### src/hdl/assert_macros.svh
// assertion macros shared by the receiver rtl
`ifndef ASSERT_MACROS_SVH
`define ASSERT_MACROS_SVH

// same-cycle implication, checked on every rising clock edge outside reset
`define DSFR_ASSERT_NOW(label, clk, rst, ante, cons, msg) \
   label: assert property (@(posedge clk) disable iff (rst) (ante) |-> (cons)) \
      else $error(msg);

// next-cycle implication
`define DSFR_ASSERT_NEXT(label, clk, rst, ante, cons, msg) \
   label: assert property (@(posedge clk) disable iff (rst) (ante) |=> (cons)) \
      else $error(msg);

`endif

### src/hdl/dsfr_pkg.sv
// shared types and constants for the dle/stx frame receiver
package dsfr_pkg;

   localparam logic [7:0]  CHAR_DLE     = 8'h10;
   localparam logic [7:0]  CHAR_STX     = 8'h02;
   localparam logic [7:0]  CHAR_ETX     = 8'h03;
   localparam logic [7:0]  CHAR_ESC     = 8'h1B;
   localparam logic [15:0] LEN_OVERHEAD = 16'd4;

   localparam int REQ_DATA_W = 16;
   localparam int RSP_DATA_W = 64;

   typedef enum logic [1:0] {
      KIND_DATA  = 2'd0,
      KIND_DONE  = 2'd1,
      KIND_ABORT = 2'd2,
      KIND_DIAG  = 2'd3
   } dsfr_kind_type;

   typedef enum logic [7:0] {
      PH_IDLE = 8'b0000_0001,
      PH_STX  = 8'b0000_0010,
      PH_LEN  = 8'b0000_0100,
      PH_FUNC = 8'b0000_1000,
      PH_DATA = 8'b0001_0000,
      PH_CHK  = 8'b0010_0000,
      PH_TDLE = 8'b0100_0000,
      PH_ETX  = 8'b1000_0000
   } dsfr_phase_type;

   typedef struct packed {
      logic [7:0] rx_byte;
      logic       echo_req;
   } dsfr_item_type;

   typedef struct packed {
      dsfr_kind_type kind;
      logic [7:0]    data_byte;
      logic [15:0]   byte_index;
      logic [15:0]   function_code;
      logic [15:0]   data_count;
      logic          checksum_ok;
      logic          echo_out;
   } dsfr_result_type;

endpackage

### src/hdl/dle_stx_frame_receiver.sv
// top level of the dle/stx framed serial receiver with xor checksum
// a request is captured in the input register and its result, if any, in the result register
// throughput: one request per cycle while the response stream is not stalled; the input and
// result registers each hold one entry and the parser state advances once per byte in a single combinational pass
// reset: synchronous, active high; clears the valid flags of both registers, the parser to
// wait-for-dle, diagnostic mode off and the powered-up register to 0; no clearing pass
`include "assert_macros.svh"

module dle_stx_frame_receiver
   import dsfr_pkg::*;
(
   input  logic                  clock,
   input  logic                  reset,
   // req_tdata: rx_byte [7:0], echo_req [8], zero [15:9]
   input  logic                  req_tvalid,
   output logic                  req_tready,
   input  logic [REQ_DATA_W-1:0] req_tdata,
   // rsp_tdata: data_byte [7:0], byte_index [23:8], function_code [39:24],
   //            data_count [55:40], checksum_ok [56], echo_out [57], zero [63:58]
   output logic                  rsp_tvalid,
   input  logic                  rsp_tready,
   output logic [RSP_DATA_W-1:0] rsp_tdata,
   // rsp_tuser: kind [1:0]
   output logic [1:0]            rsp_tuser,
   input  logic                  csr_valid,
   output logic                  csr_ready,
   input  logic                  csr_wdata
);

   logic            item_valid;
   dsfr_item_type   item;
   logic            advance;
   logic            res_valid;
   dsfr_result_type res;
   logic            diag_active;

   assign csr_ready = 1'b1;

   // a byte moves on when the result register is free or being emptied
   assign advance = item_valid && (!rsp_tvalid || rsp_tready);

   dsfr_in_stage u_in (
      .clock      (clock),
      .reset      (reset),
      .req_tvalid (req_tvalid),
      .req_tready (req_tready),
      .req_tdata  (req_tdata),
      .take       (advance),
      .item_valid (item_valid),
      .item       (item)
   );

   dsfr_parser u_parser (
      .clock       (clock),
      .reset       (reset),
      .csr_valid   (csr_valid),
      .csr_wdata   (csr_wdata),
      .step        (advance),
      .item        (item),
      .res_valid   (res_valid),
      .res         (res),
      .diag_active (diag_active)
   );

   dsfr_out_stage u_out (
      .clock      (clock),
      .reset      (reset),
      .load       (advance),
      .res_valid  (res_valid),
      .res        (res),
      .rsp_tvalid (rsp_tvalid),
      .rsp_tready (rsp_tready),
      .rsp_tdata  (rsp_tdata),
      .rsp_tuser  (rsp_tuser)
   );

   `DSFR_ASSERT_NOW(a_no_advance_on_stall, clock, reset, rsp_tvalid && !rsp_tready, !advance, "parser advanced while result stalled")
   `DSFR_ASSERT_NEXT(a_diag_sticky, clock, reset, diag_active, diag_active, "diagnostic mode left without reset")
   `DSFR_ASSERT_NOW(a_diag_kind, clock, reset, rsp_tvalid && rsp_tuser == KIND_DIAG, diag_active, "diagnostic result outside diagnostic mode")
   `DSFR_ASSERT_NOW(a_ready_when_empty, clock, reset, !item_valid, req_tready, "input register empty but request refused")

endmodule

### src/hdl/dsfr_in_stage.sv
// input register holding one received byte ahead of the parser
module dsfr_in_stage
   import dsfr_pkg::*;
(
   input  logic                  clock,
   input  logic                  reset,
   input  logic                  req_tvalid,
   output logic                  req_tready,
   input  logic [REQ_DATA_W-1:0] req_tdata,
   input  logic                  take,
   output logic                  item_valid,
   output dsfr_item_type         item
);

   logic          valid_ff, valid_in;
   dsfr_item_type item_ff, item_in;
   logic          accept;

   assign req_tready = !valid_ff || take;
   assign accept     = req_tvalid && req_tready;

   always_comb begin
      item_in          = item_ff;
      valid_in         = valid_ff;
      if (take) begin
         valid_in = 1'b0;
      end
      if (accept) begin
         valid_in         = 1'b1;
         item_in.rx_byte  = req_tdata[7:0];
         item_in.echo_req = req_tdata[8];
      end
   end

   always_ff @(posedge clock) begin
      if (reset) begin
         valid_ff <= 1'b0;
      end else begin
         valid_ff <= valid_in;
      end
      item_ff <= item_in;
   end

   assign item_valid = valid_ff;
   assign item       = item_ff;

endmodule

### src/hdl/dsfr_parser.sv
// frame parser state and per-byte result logic
module dsfr_parser
   import dsfr_pkg::*;
(
   input  logic            clock,
   input  logic            reset,
   input  logic            csr_valid,
   input  logic            csr_wdata,
   input  logic            step,
   input  dsfr_item_type   item,
   output logic            res_valid,
   output dsfr_result_type res,
   output logic            diag_active
);

   dsfr_phase_type phase_ff, phase_in;
   logic [7:0]     latch_ff, latch_in;
   logic           hstep_ff, hstep_in;
   logic [15:0]    expected_ff, expected_in;
   logic [15:0]    received_ff, received_in;
   logic [15:0]    function_ff, function_in;
   logic [7:0]     chksum_ff, chksum_in;
   logic           matched_ff, matched_in;
   logic           diag_ff, diag_in;
   logic           powered_ff, powered_in;

   logic [7:0]     b;
   logic [15:0]    word;
   logic [15:0]    count_inc;

   assign b         = item.rx_byte;
   assign word      = {latch_ff, b};
   assign count_inc = received_ff + 16'd1;

   assign powered_in = csr_valid ? csr_wdata : powered_ff;

   always_comb begin
      phase_in    = phase_ff;
      latch_in    = latch_ff;
      hstep_in    = hstep_ff;
      expected_in = expected_ff;
      received_in = received_ff;
      function_in = function_ff;
      chksum_in   = chksum_ff;
      matched_in  = matched_ff;
      diag_in     = diag_ff;

      res_valid         = 1'b0;
      res.kind          = KIND_DATA;
      res.data_byte     = '0;
      res.byte_index    = '0;
      res.function_code = '0;
      res.data_count    = '0;
      res.checksum_ok   = 1'b0;
      res.echo_out      = 1'b0;

      if (step) begin
         if (diag_ff) begin
            res_valid     = 1'b1;
            res.kind      = KIND_DIAG;
            res.data_byte = b;
            res.echo_out  = item.echo_req;
         end else begin
            case (phase_ff)
               PH_IDLE: begin
                  if (b == CHAR_DLE) begin
                     phase_in = PH_STX;
                  end else if (!powered_ff && b == CHAR_ESC) begin
                     diag_in = 1'b1;
                  end
               end
               PH_STX: begin
                  if (b == CHAR_STX) begin
                     phase_in    = PH_LEN;
                     hstep_in    = 1'b0;
                     received_in = '0;
                     chksum_in   = '0;
                  end else begin
                     phase_in = PH_IDLE;
                  end
               end
               PH_LEN, PH_FUNC: begin
                  chksum_in = chksum_ff ^ b;
                  if (!hstep_ff) begin
                     latch_in = b;
                     hstep_in = 1'b1;
                  end else begin
                     hstep_in = 1'b0;
                     if (phase_ff == PH_LEN) begin
                        // short lengths give an empty payload
                        expected_in = (word >= LEN_OVERHEAD) ? word - LEN_OVERHEAD : '0;
                        phase_in    = PH_FUNC;
                     end else begin
                        function_in = word;
                        received_in = '0;
                        phase_in    = (expected_ff != '0) ? PH_DATA : PH_CHK;
                     end
                  end
               end
               PH_DATA: begin
                  chksum_in      = chksum_ff ^ b;
                  res_valid      = 1'b1;
                  res.data_byte  = b;
                  res.byte_index = received_ff;
                  received_in    = count_inc;
                  if (count_inc >= expected_ff) begin
                     phase_in = PH_CHK;
                  end
               end
               PH_CHK: begin
                  matched_in = (b == chksum_ff);
                  phase_in   = PH_TDLE;
               end
               PH_TDLE: begin
                  if (b == CHAR_DLE) begin
                     phase_in = PH_ETX;
                  end else begin
                     res_valid         = 1'b1;
                     res.kind          = KIND_ABORT;
                     res.function_code = function_ff;
                     res.data_count    = expected_ff;
                     res.checksum_ok   = matched_ff;
                     phase_in          = PH_IDLE;
                  end
               end
               PH_ETX: begin
                  res_valid         = 1'b1;
                  res.kind          = (b == CHAR_ETX) ? KIND_DONE : KIND_ABORT;
                  res.function_code = function_ff;
                  res.data_count    = expected_ff;
                  res.checksum_ok   = matched_ff;
                  phase_in          = PH_IDLE;
                  received_in       = '0;
               end
               default: begin
                  phase_in = PH_IDLE;
               end
            endcase
         end
      end
   end

   always_ff @(posedge clock) begin
      if (reset) begin
         phase_ff    <= PH_IDLE;
         latch_ff    <= '0;
         hstep_ff    <= 1'b0;
         expected_ff <= '0;
         received_ff <= '0;
         function_ff <= '0;
         chksum_ff   <= '0;
         matched_ff  <= 1'b0;
         diag_ff     <= 1'b0;
         powered_ff  <= 1'b0;
      end else begin
         phase_ff    <= phase_in;
         latch_ff    <= latch_in;
         hstep_ff    <= hstep_in;
         expected_ff <= expected_in;
         received_ff <= received_in;
         function_ff <= function_in;
         chksum_ff   <= chksum_in;
         matched_ff  <= matched_in;
         diag_ff     <= diag_in;
         powered_ff  <= powered_in;
      end
   end

   assign diag_active = diag_ff;

endmodule

### src/hdl/dsfr_out_stage.sv
// result register driving the response stream
module dsfr_out_stage
   import dsfr_pkg::*;
(
   input  logic                  clock,
   input  logic                  reset,
   input  logic                  load,
   input  logic                  res_valid,
   input  dsfr_result_type       res,
   output logic                  rsp_tvalid,
   input  logic                  rsp_tready,
   output logic [RSP_DATA_W-1:0] rsp_tdata,
   output logic [1:0]            rsp_tuser
);

   logic            valid_ff, valid_in;
   dsfr_result_type res_ff, res_in;

   always_comb begin
      valid_in = valid_ff;
      res_in   = res_ff;
      if (rsp_tready) begin
         valid_in = 1'b0;
      end
      if (load) begin
         valid_in = res_valid;
         res_in   = res;
      end
   end

   always_ff @(posedge clock) begin
      if (reset) begin
         valid_ff <= 1'b0;
      end else begin
         valid_ff <= valid_in;
      end
      res_ff <= res_in;
   end

   assign rsp_tvalid = valid_ff;
   assign rsp_tuser  = res_ff.kind;
   assign rsp_tdata  = {6'b0, res_ff.echo_out, res_ff.checksum_ok, res_ff.data_count,
                        res_ff.function_code, res_ff.byte_index, res_ff.data_byte};

endmodule
### config.mk
export PLATFORM = sky130hd
export DESIGN_NAME = dle_stx_frame_receiver
export DESIGN_NICKNAME = d
export VERILOG_FILES = /design/src/hdl/dsfr_pkg.sv /design/src/hdl/dle_stx_frame_receiver.sv /design/src/hdl/dsfr_in_stage.sv /design/src/hdl/dsfr_parser.sv /design/src/hdl/dsfr_out_stage.sv
export VERILOG_INCLUDE_DIRS = /design/src /design/src/hdl
export SDC_FILE = /design/constraint.sdc
export NUM_CORES = 1
export LEC_CHECK = 0
export ABC_AREA = 0
export BUFFER_PORTS_ARGS = -buffer_cell sky130_fd_sc_hd__buf_2
export CAP_MARGIN = 40
export CORE_MARGIN = 5
export CORE_UTILIZATION = 30
export CTS_CLUSTER_SIZE = 25
export DETAILED_ROUTE_END_ITERATION = 10
export SYNTH_ARGS = -nofsm -noshare
export SYNTH_HDL_FRONTEND = slang
export SYNTH_HIERARCHICAL = 1
export SYNTH_SLANG_ARGS = --single-unit
### constraint.sdc
create_clock -name clock -period 7.7 [get_ports clock]
set_input_delay 0.77 -clock clock [delete_from_list [all_inputs] [get_ports clock]]
set_output_delay 0.77 -clock clock [all_outputs]
set_load 0.01 [all_outputs]
Word-level counts from Yosys, hierarchy flattened
Index checks and enable logic that the tools add are counted.
{"block": "totals", "elab_cells": 110, "ff_bits": 147, "out_inout_bits": 69, "input_bits": 22}
{"block": "classes", "n_bitwise": 5, "addsub": 2, "n_eq_ne": 18, "n_reduce_logical": 26, "n_lt_le_gt_ge": 2, "muxes": 36}
{"cell": "$pmux W33 S2", "count": 1}
{"cell": "$mux W16", "count": 4}
{"cell": "$pmux W16 S4", "count": 1}
{"cell": "$mux W8", "count": 7}
{"cell": "$pmux W8 S6", "count": 1}
{"cell": "$mux W33", "count": 1}
{"cell": "$eq A8 B2 Y1 const B", "count": 3}
{"cell": "$eq A8 B5 Y1 const B", "count": 3}
{"cell": "$mux W24", "count": 1}
{"cell": "$add A16 B1 Y16 const B", "count": 1}
{"cell": "$ge A16 B16 Y1", "count": 1}
{"cell": "$ge A16 B3 Y1 const B", "count": 1}
{"cell": "$pmux W8 S2", "count": 1}
{"cell": "$reduce_bool A16 Y1", "count": 1}
{"cell": "$sub A16 B3 Y16 const B", "count": 1}
{"cell": "$reduce_and A5 Y1", "count": 3}
{"cell": "$mux W1", "count": 12}
{"cell": "$reduce_and A4 Y1", "count": 3}
{"cell": "$eq A8 B1 Y1 const B", "count": 1}
{"cell": "$eq A8 B3 Y1 const B", "count": 1}
{"cell": "$eq A8 B4 Y1 const B", "count": 1}
{"cell": "$eq A8 B6 Y1 const B", "count": 1}
{"cell": "$eq A8 B7 Y1 const B", "count": 1}
{"cell": "$eq A8 B8 Y1", "count": 1}
{"cell": "other kinds (19)", "count": 37}

Depth between registers and ports, before layout
{"block": "logic_depth", "depth_word": 6, "ltp_mapped": 12, "mapped_depth_nobuf": 12}

By module
The synthesis kept the hierarchy.
{"module": "dsfr_parser", "cells_per_inst": 592, "instances": 1, "area_each_um2": 4712.0, "seq_area_each_um2": 1521.5}
{"module": "dsfr_out_stage", "cells_per_inst": 71, "instances": 1, "area_each_um2": 1888.1, "seq_area_each_um2": 1821.7}
{"module": "dsfr_in_stage", "cells_per_inst": 14, "instances": 1, "area_each_um2": 325.3, "seq_area_each_um2": 290.3}
{"module": "dle_stx_frame_receiver", "cells_per_inst": 4, "instances": 1, "area_each_um2": 22.5, "seq_area_each_um2": 0.0}

Least setup slack after synthesis
Ideal clock, no wire load.
{"block": "synth_timing", "kind": "in2reg", "start": "input rsp_tready", "end": "register u_parser.received_ff[8]", "required_time_ns": 7.630, "slack_ns": 2.103, "t_arrival_ns": 5.527, "path_buffers": 1, "stages": 8, "setup_time_ns": 0.070, "cell_sequence": "inv_1 > a21boi_1 > nand2b_1 > a21oi_1 > buf_2 > nand3_2 > or4_1 > a21oi_1"}
{"block": "synth_between", "elab_chain_len": 3}
{"item": "start: declaration", "line": "dle_stx_frame_receiver.sv:21", "source": "input logic rsp_tready,"}
{"item": "$logic_or A1 B1 Y1", "line": "dle_stx_frame_receiver.sv:40", "source": "assign advance = item_valid && (!rsp_tvalid || rsp_tready);"}
{"item": "$logic_and A1 B1 Y1", "line": "dle_stx_frame_receiver.sv:40"}
{"item": "net advance", "line": "dle_stx_frame_receiver.sv:32", "source": "logic advance;"}
{"item": "$reduce_and A6 Y1 (no source line)"}
{"item": "end signal: assignment", "line": "dsfr_parser.sv:160", "source": "received_ff <= received_in;"}
{"item": "end: declaration", "line": "dsfr_parser.sv:20", "source": "logic [15:0] received_ff, received_in;"}
The timed path passes the listed nets, and every way through them passes these cells.
A chain may end at the register's enable or synchronous reset.

Worst setup path after layout
{"block": "layout_timing", "start": "register u_parser.received_ff[3]", "end": "register u_parser.phase_ff[3]"}
{"block": "layout_between", "elab_chain_len": 4}
{"item": "$add A16 B1 Y16", "line": "dsfr_parser.sv:33", "source": "assign count_inc = received_ff + 16'd1;"}
{"item": "$ge A16 B16 Y1", "line": "dsfr_parser.sv:106", "source": "if (count_inc >= expected_ff) begin"}
{"item": "$ne A2 B1 Y1 (no source line)"}
{"item": "$reduce_and A5 Y1 (no source line)"}
{"item": "end signal: assignment", "line": "dsfr_parser.sv:156", "source": "phase_ff <= phase_in;"}
{"item": "end: declaration", "line": "dsfr_parser.sv:16", "source": "dsfr_phase_type phase_ff, phase_in;"}
Every way passes these cells.

==> tab_implementation.tex <==
\begin{tabular}{lr}
\hline
Metric & Value \\
\hline
\multicolumn{2}{l}{\textbf{Run status}} \\
\quad Outcome & completed \\
\multicolumn{2}{l}{\textbf{Yosys}} \\
\quad EDFF count, synth & 69 \\
\quad Number of instances in the synthesized netlist & 681 \\
\quad Asr flop ratio synth & 0 \\
\quad Number of warnings issued by yosys & 6 \\
\quad Primary flip-flop cell chosen by synthesis mapping & sky130\_fd\_sc\_hd\_\_dfxtp\_1 \\
\quad Post-synthesis register bit count & 147 \\
\quad Distinct cell type count of the synthesized netlist & 67 \\
\quad Synthesized area per cell & 10.2 sq um \\
\quad Post-synthesis instance area & 6950 sq um \\
\quad Sequential element share of the synthesized area & 0.523 \\
\multicolumn{2}{l}{\textbf{Final layout}} \\
\quad Post-layout net count & 791 \\
\quad Filler cell count & 2319 \\
\quad Final antenna diode count & 0 \\
\quad Layout cells sized above 1 & 0.181 \\
\quad Layout overhead on the synthesized area & 17.7\% \\
\quad Most common library cell in the layout ignoring fill and taps & sky130\_fd\_sc\_hd\_\_dfxtp\_1 \\
\quad Commonest non-fill, non-tap cells in the layout & sky130\_fd\_sc\_hd\_\_dfxtp\_1, sky130\_fd\_sc\_hd\_\_nand2\_1, sky130\_fd\_sc\_hd\_\_buf\_2 \\
\multicolumn{2}{l}{\textbf{Floorplanning}} \\
\quad Die area & 26300 sq um \\
\quad Initial Util & 0.306 \\
\quad Row cnt & 55 \\
\quad Overall die height & 162 um \\
\quad Width of the chip & 162 um \\
\quad Top-level port count & 91 \\
\quad Core Footprint & 22700 sq um \\
\multicolumn{2}{l}{\textbf{Worst hold path}} \\
\quad Endpoint of the worst hold path & u\_parser/function\_ff[4] \\
\quad Path class of the lowest-slack min-delay path & reg2reg \\
\quad Hold path depth & 2 \\
\quad Launch instance of the worst min-delay path & u\_parser/function\_ff[4] \\
\multicolumn{2}{l}{\textbf{Critical path}} \\
\quad Largest fanout on the critical path & 7 \\
\quad Worst Setup End Kind & flip-flop \\
\quad Worst R2R End & u\_parser/phase\_ff[3] \\
\quad Depth of the worst register-to-register path & 12 \\
\quad Reg2reg start & u\_parser/received\_ff[3] \\
\quad Worst EP arrival & 4000 ps \\
\quad Required time worst endpoint & 8010 ps \\
\quad Crit Path Category & reg2reg \\
\quad Type of origin of the critical path & flip-flop \\
\quad R2R Setup Slk & 4020 ps \\
\multicolumn{2}{l}{\textbf{Global routing}} \\
\quad Most congested layer reported by global routing & met2 \\
\quad Antenna violations before repair & 0 \\
\quad Grt met2 use & 0.201 \\
\quad Congestion Overflow GR & 0 \\
\quad Met3 global-route usage & 0.0358 \\
\quad Largest net degree at the start of global routing & 70 \\
\quad Met1 demand-to-capacity share in global routing & 0.175 \\
\quad Wire length of the first global-routing pass & 26600 um \\
\quad Total global routing track utilization & 0.128 \\
\quad Vias in the first global route & 4853 \\
\multicolumn{2}{l}{\textbf{Pwr}} \\
\quad Leakage dissipation & 0.00307 uW \\
\quad Pwr/cell area & 217 nW/um\^{}2 \\
\quad Max rail drop VDD & 0.000150 V \\
\quad Overall power after layout & 1780 uW \\
\multicolumn{2}{l}{\textbf{STA}} \\
\quad Post-route clock skew & 8.16 ps \\
\quad Worst setup slack after layout & 4020 ps \\
\quad Post-route clock period utilization & 0.478 \\
\quad Final total negative setup slack & 0 ps \\
\quad Highest Clock Rate & 0.272 GHz \\
\quad Number of pins exceeding their max-slew limit in the final report & 0 \\
\quad Final Setup Violations & 0 \\
\quad Worst-margin pin slew & 862 ps \\
\quad RSZ-0062 raised after global routing & false \\
\quad Max-slew headroom & 0.425 \\
\quad Time the worst path needs with I/O delays and setup & 3680 ps \\
\quad Final count of hold timing violations & 0 \\
\multicolumn{2}{l}{\textbf{Clocking}} \\
\quad Number of clock sinks & 147 \\
\quad TritonCTS Buffers & 17 \\
\quad CTS HTree Levels & 4 \\
\quad Post-CTS setup buffers & 0 \\
\quad \# resized after CTS & 0 \\
\quad Hold-fix buffer count after cts & 0 \\
\quad Clock-pin transition on the worst setup and hold timing paths & 60 ps \\
\quad CTS root buffer & sky130\_fd\_sc\_hd\_\_clkbuf\_16 \\
\quad TritonCTS clock tree & built \\
\quad Insertion delay of the later-clocked pin in the worst-skew pair & 430 ps \\
\quad Max Buffers Root-to-Sink & 2 \\
\multicolumn{2}{l}{\textbf{Route}} \\
\quad Via-to-Cell Ratio & 4.89 \\
\quad DRC viols & 0 \\
\quad Number of detailed-routing iterations run before antenna repair & 5 \\
\quad Vias post-DR & 5112 \\
\quad Final antenna-violating net count & 0 \\
\quad Detailed Route WL & 16800 um \\
\quad Count of routing violations after the opening detailed-route iteration & 361 \\
\quad Wire length per cell after detailed routing & 16.0 um \\
\multicolumn{2}{l}{\textbf{Place}} \\
\quad Number of port buffers & 76 \\
\quad Sum of net half-perimeters after detailed placement & 11500 um \\
\quad Setup WS pre-CTS & 4060 ps \\
\quad Final Wtd Congestion & 0.797 \\
\multicolumn{2}{l}{\textbf{Job}} \\
\quad Max-cap violations & 0 \\
\hline
\end{tabular}
[stage by stage]
stage	util	instance area, sq um	std cells	hold slack [ps]
after floorplan	-	6970	686	432
after global placement	0.333	7560	1011	440
after detailed placement	0.334	7590	1014	442
after CTS	0.360	8180	1046	450
after global routing	0.360	8180	1046	472
final	0.360	8180	1046	450
[cells by family (layout without fill, tap and decap cells)]
family                     after synthesis  after routing  share of synthesized area
buffers and inverters                   64            139                     0.0407
adders and majority gates               21             21                     0.0378
other                                    2              7                    0.00108
and+or+nand+nor                        286            286                      0.235
muxes                                   18             18                     0.0272
AOI/OAI and AO/OA                      110            110                     0.0935
xor gates and xnor gates                33             33                     0.0416
DFF                                    147            147                      0.523
[Yosys cell counts, drive strengths merged (3+ instances only)]
library cell	count	area, sq um
nand4	11	83.8
or4	6	48.8
nor2	40	155
nand2	78	295
dfxtp	78	1560
o211ai	6	58.8
and4b	4	40.0
and4	3	26.3
nand2b	7	51.3
and2	43	272
nand4b	7	82.6
inv	24	90.1
nand3b	5	37.5
nand3	19	100
xor2	11	96.3
a311oi	3	26.3
buf	17	106
ha	21	263
o21a	3	22.5
o21ai	28	140
clkbuf	23	86.3
mux2i	11	110
nor3	14	85.1
nor4	7	73.8
a21oi	54	274
nor2b	13	83.8
and3	19	119
mux2	7	78.8
xnor2	22	193
a31oi	3	18.8
a211oi	4	30.0
or3	3	18.8
edfxtp	69	2070
[area by class of cell]
class / instances / area, sq um / area share
timing repair buffer: 83 / 440 / 0.0538
clock buffer: 19 / 433 / 0.0529
multi-input combinational: 475 / 3070 / 0.375
tap: 285 / 357 / 0.0436
clock inverter: 13 / 160 / 0.0196
sequential: 147 / 3630 / 0.444
inverter: 24 / 90.1 / 0.0110
[worst max-delay path by stage]
stage,to,from,slack (ps)
after CTS,u_parser/phase_ff[2],u_parser/received_ff[3],4040
after global routing,u_parser/phase_ff[2],u_parser/received_ff[3],3820
after detailed placement,u_parser/phase_ff[2],u_parser/received_ff[3],4060
after global placement,u_parser/phase_ff[2],u_parser/received_ff[3],4100
after floorplan,u_parser/received_ff[8],rsp_tready,2100
final,u_parser/phase_ff[3],u_parser/received_ff[3],4020
[state kept, by name, indices dropped and copies added (netlist names)]
register and count:
u_out/rsp_tdata 58, u_parser/expected_ff 16, u_parser/function_ff 16, u_parser/received_ff 16, u_in/item 9, u_parser/chksum_ff 8, u_parser/latch_ff 8, u_parser/phase_ff 8
u_out/rsp_tuser 2, u_in/item_valid 1, u_out/rsp_tvalid 1, u_parser/diag_active 1, u_parser/hstep_ff 1, u_parser/matched_ff 1, u_parser/powered_ff 1
[power by group]
part | internal (uW) | switching [uW] | leakage [uW]
clock network | 509 | 328 | 0.000289
registers | 839 | 17.2 | 0.00127
logic | 30.2 | 54.4 | 0.00151
total | 1380 | 400 | 0.00307
[critical path, stage by stage (launching register included)]
cell                        delay, ps
sky130_fd_sc_hd__dfxtp_1          480
sky130_fd_sc_hd__and4_1           280
sky130_fd_sc_hd__nand3_1          120
sky130_fd_sc_hd__nor2_2           290
sky130_fd_sc_hd__nand4_1          210
sky130_fd_sc_hd__xnor2_1          200
sky130_fd_sc_hd__ha_1             310
sky130_fd_sc_hd__nand4_1          120
sky130_fd_sc_hd__nor3_1           300
sky130_fd_sc_hd__or4b_1           480
sky130_fd_sc_hd__o2111ai_1        190
sky130_fd_sc_hd__nand2_2          220
sky130_fd_sc_hd__mux2_1           360
[layer usage]
metal,up-vias,share of wire
li1,2529,-
met1,2449,0.48
met2,119,0.46
met3,15,0.047
met4,0,0.011
met5,-,0
No activity file was read; power rests on OpenSTA's default activity.
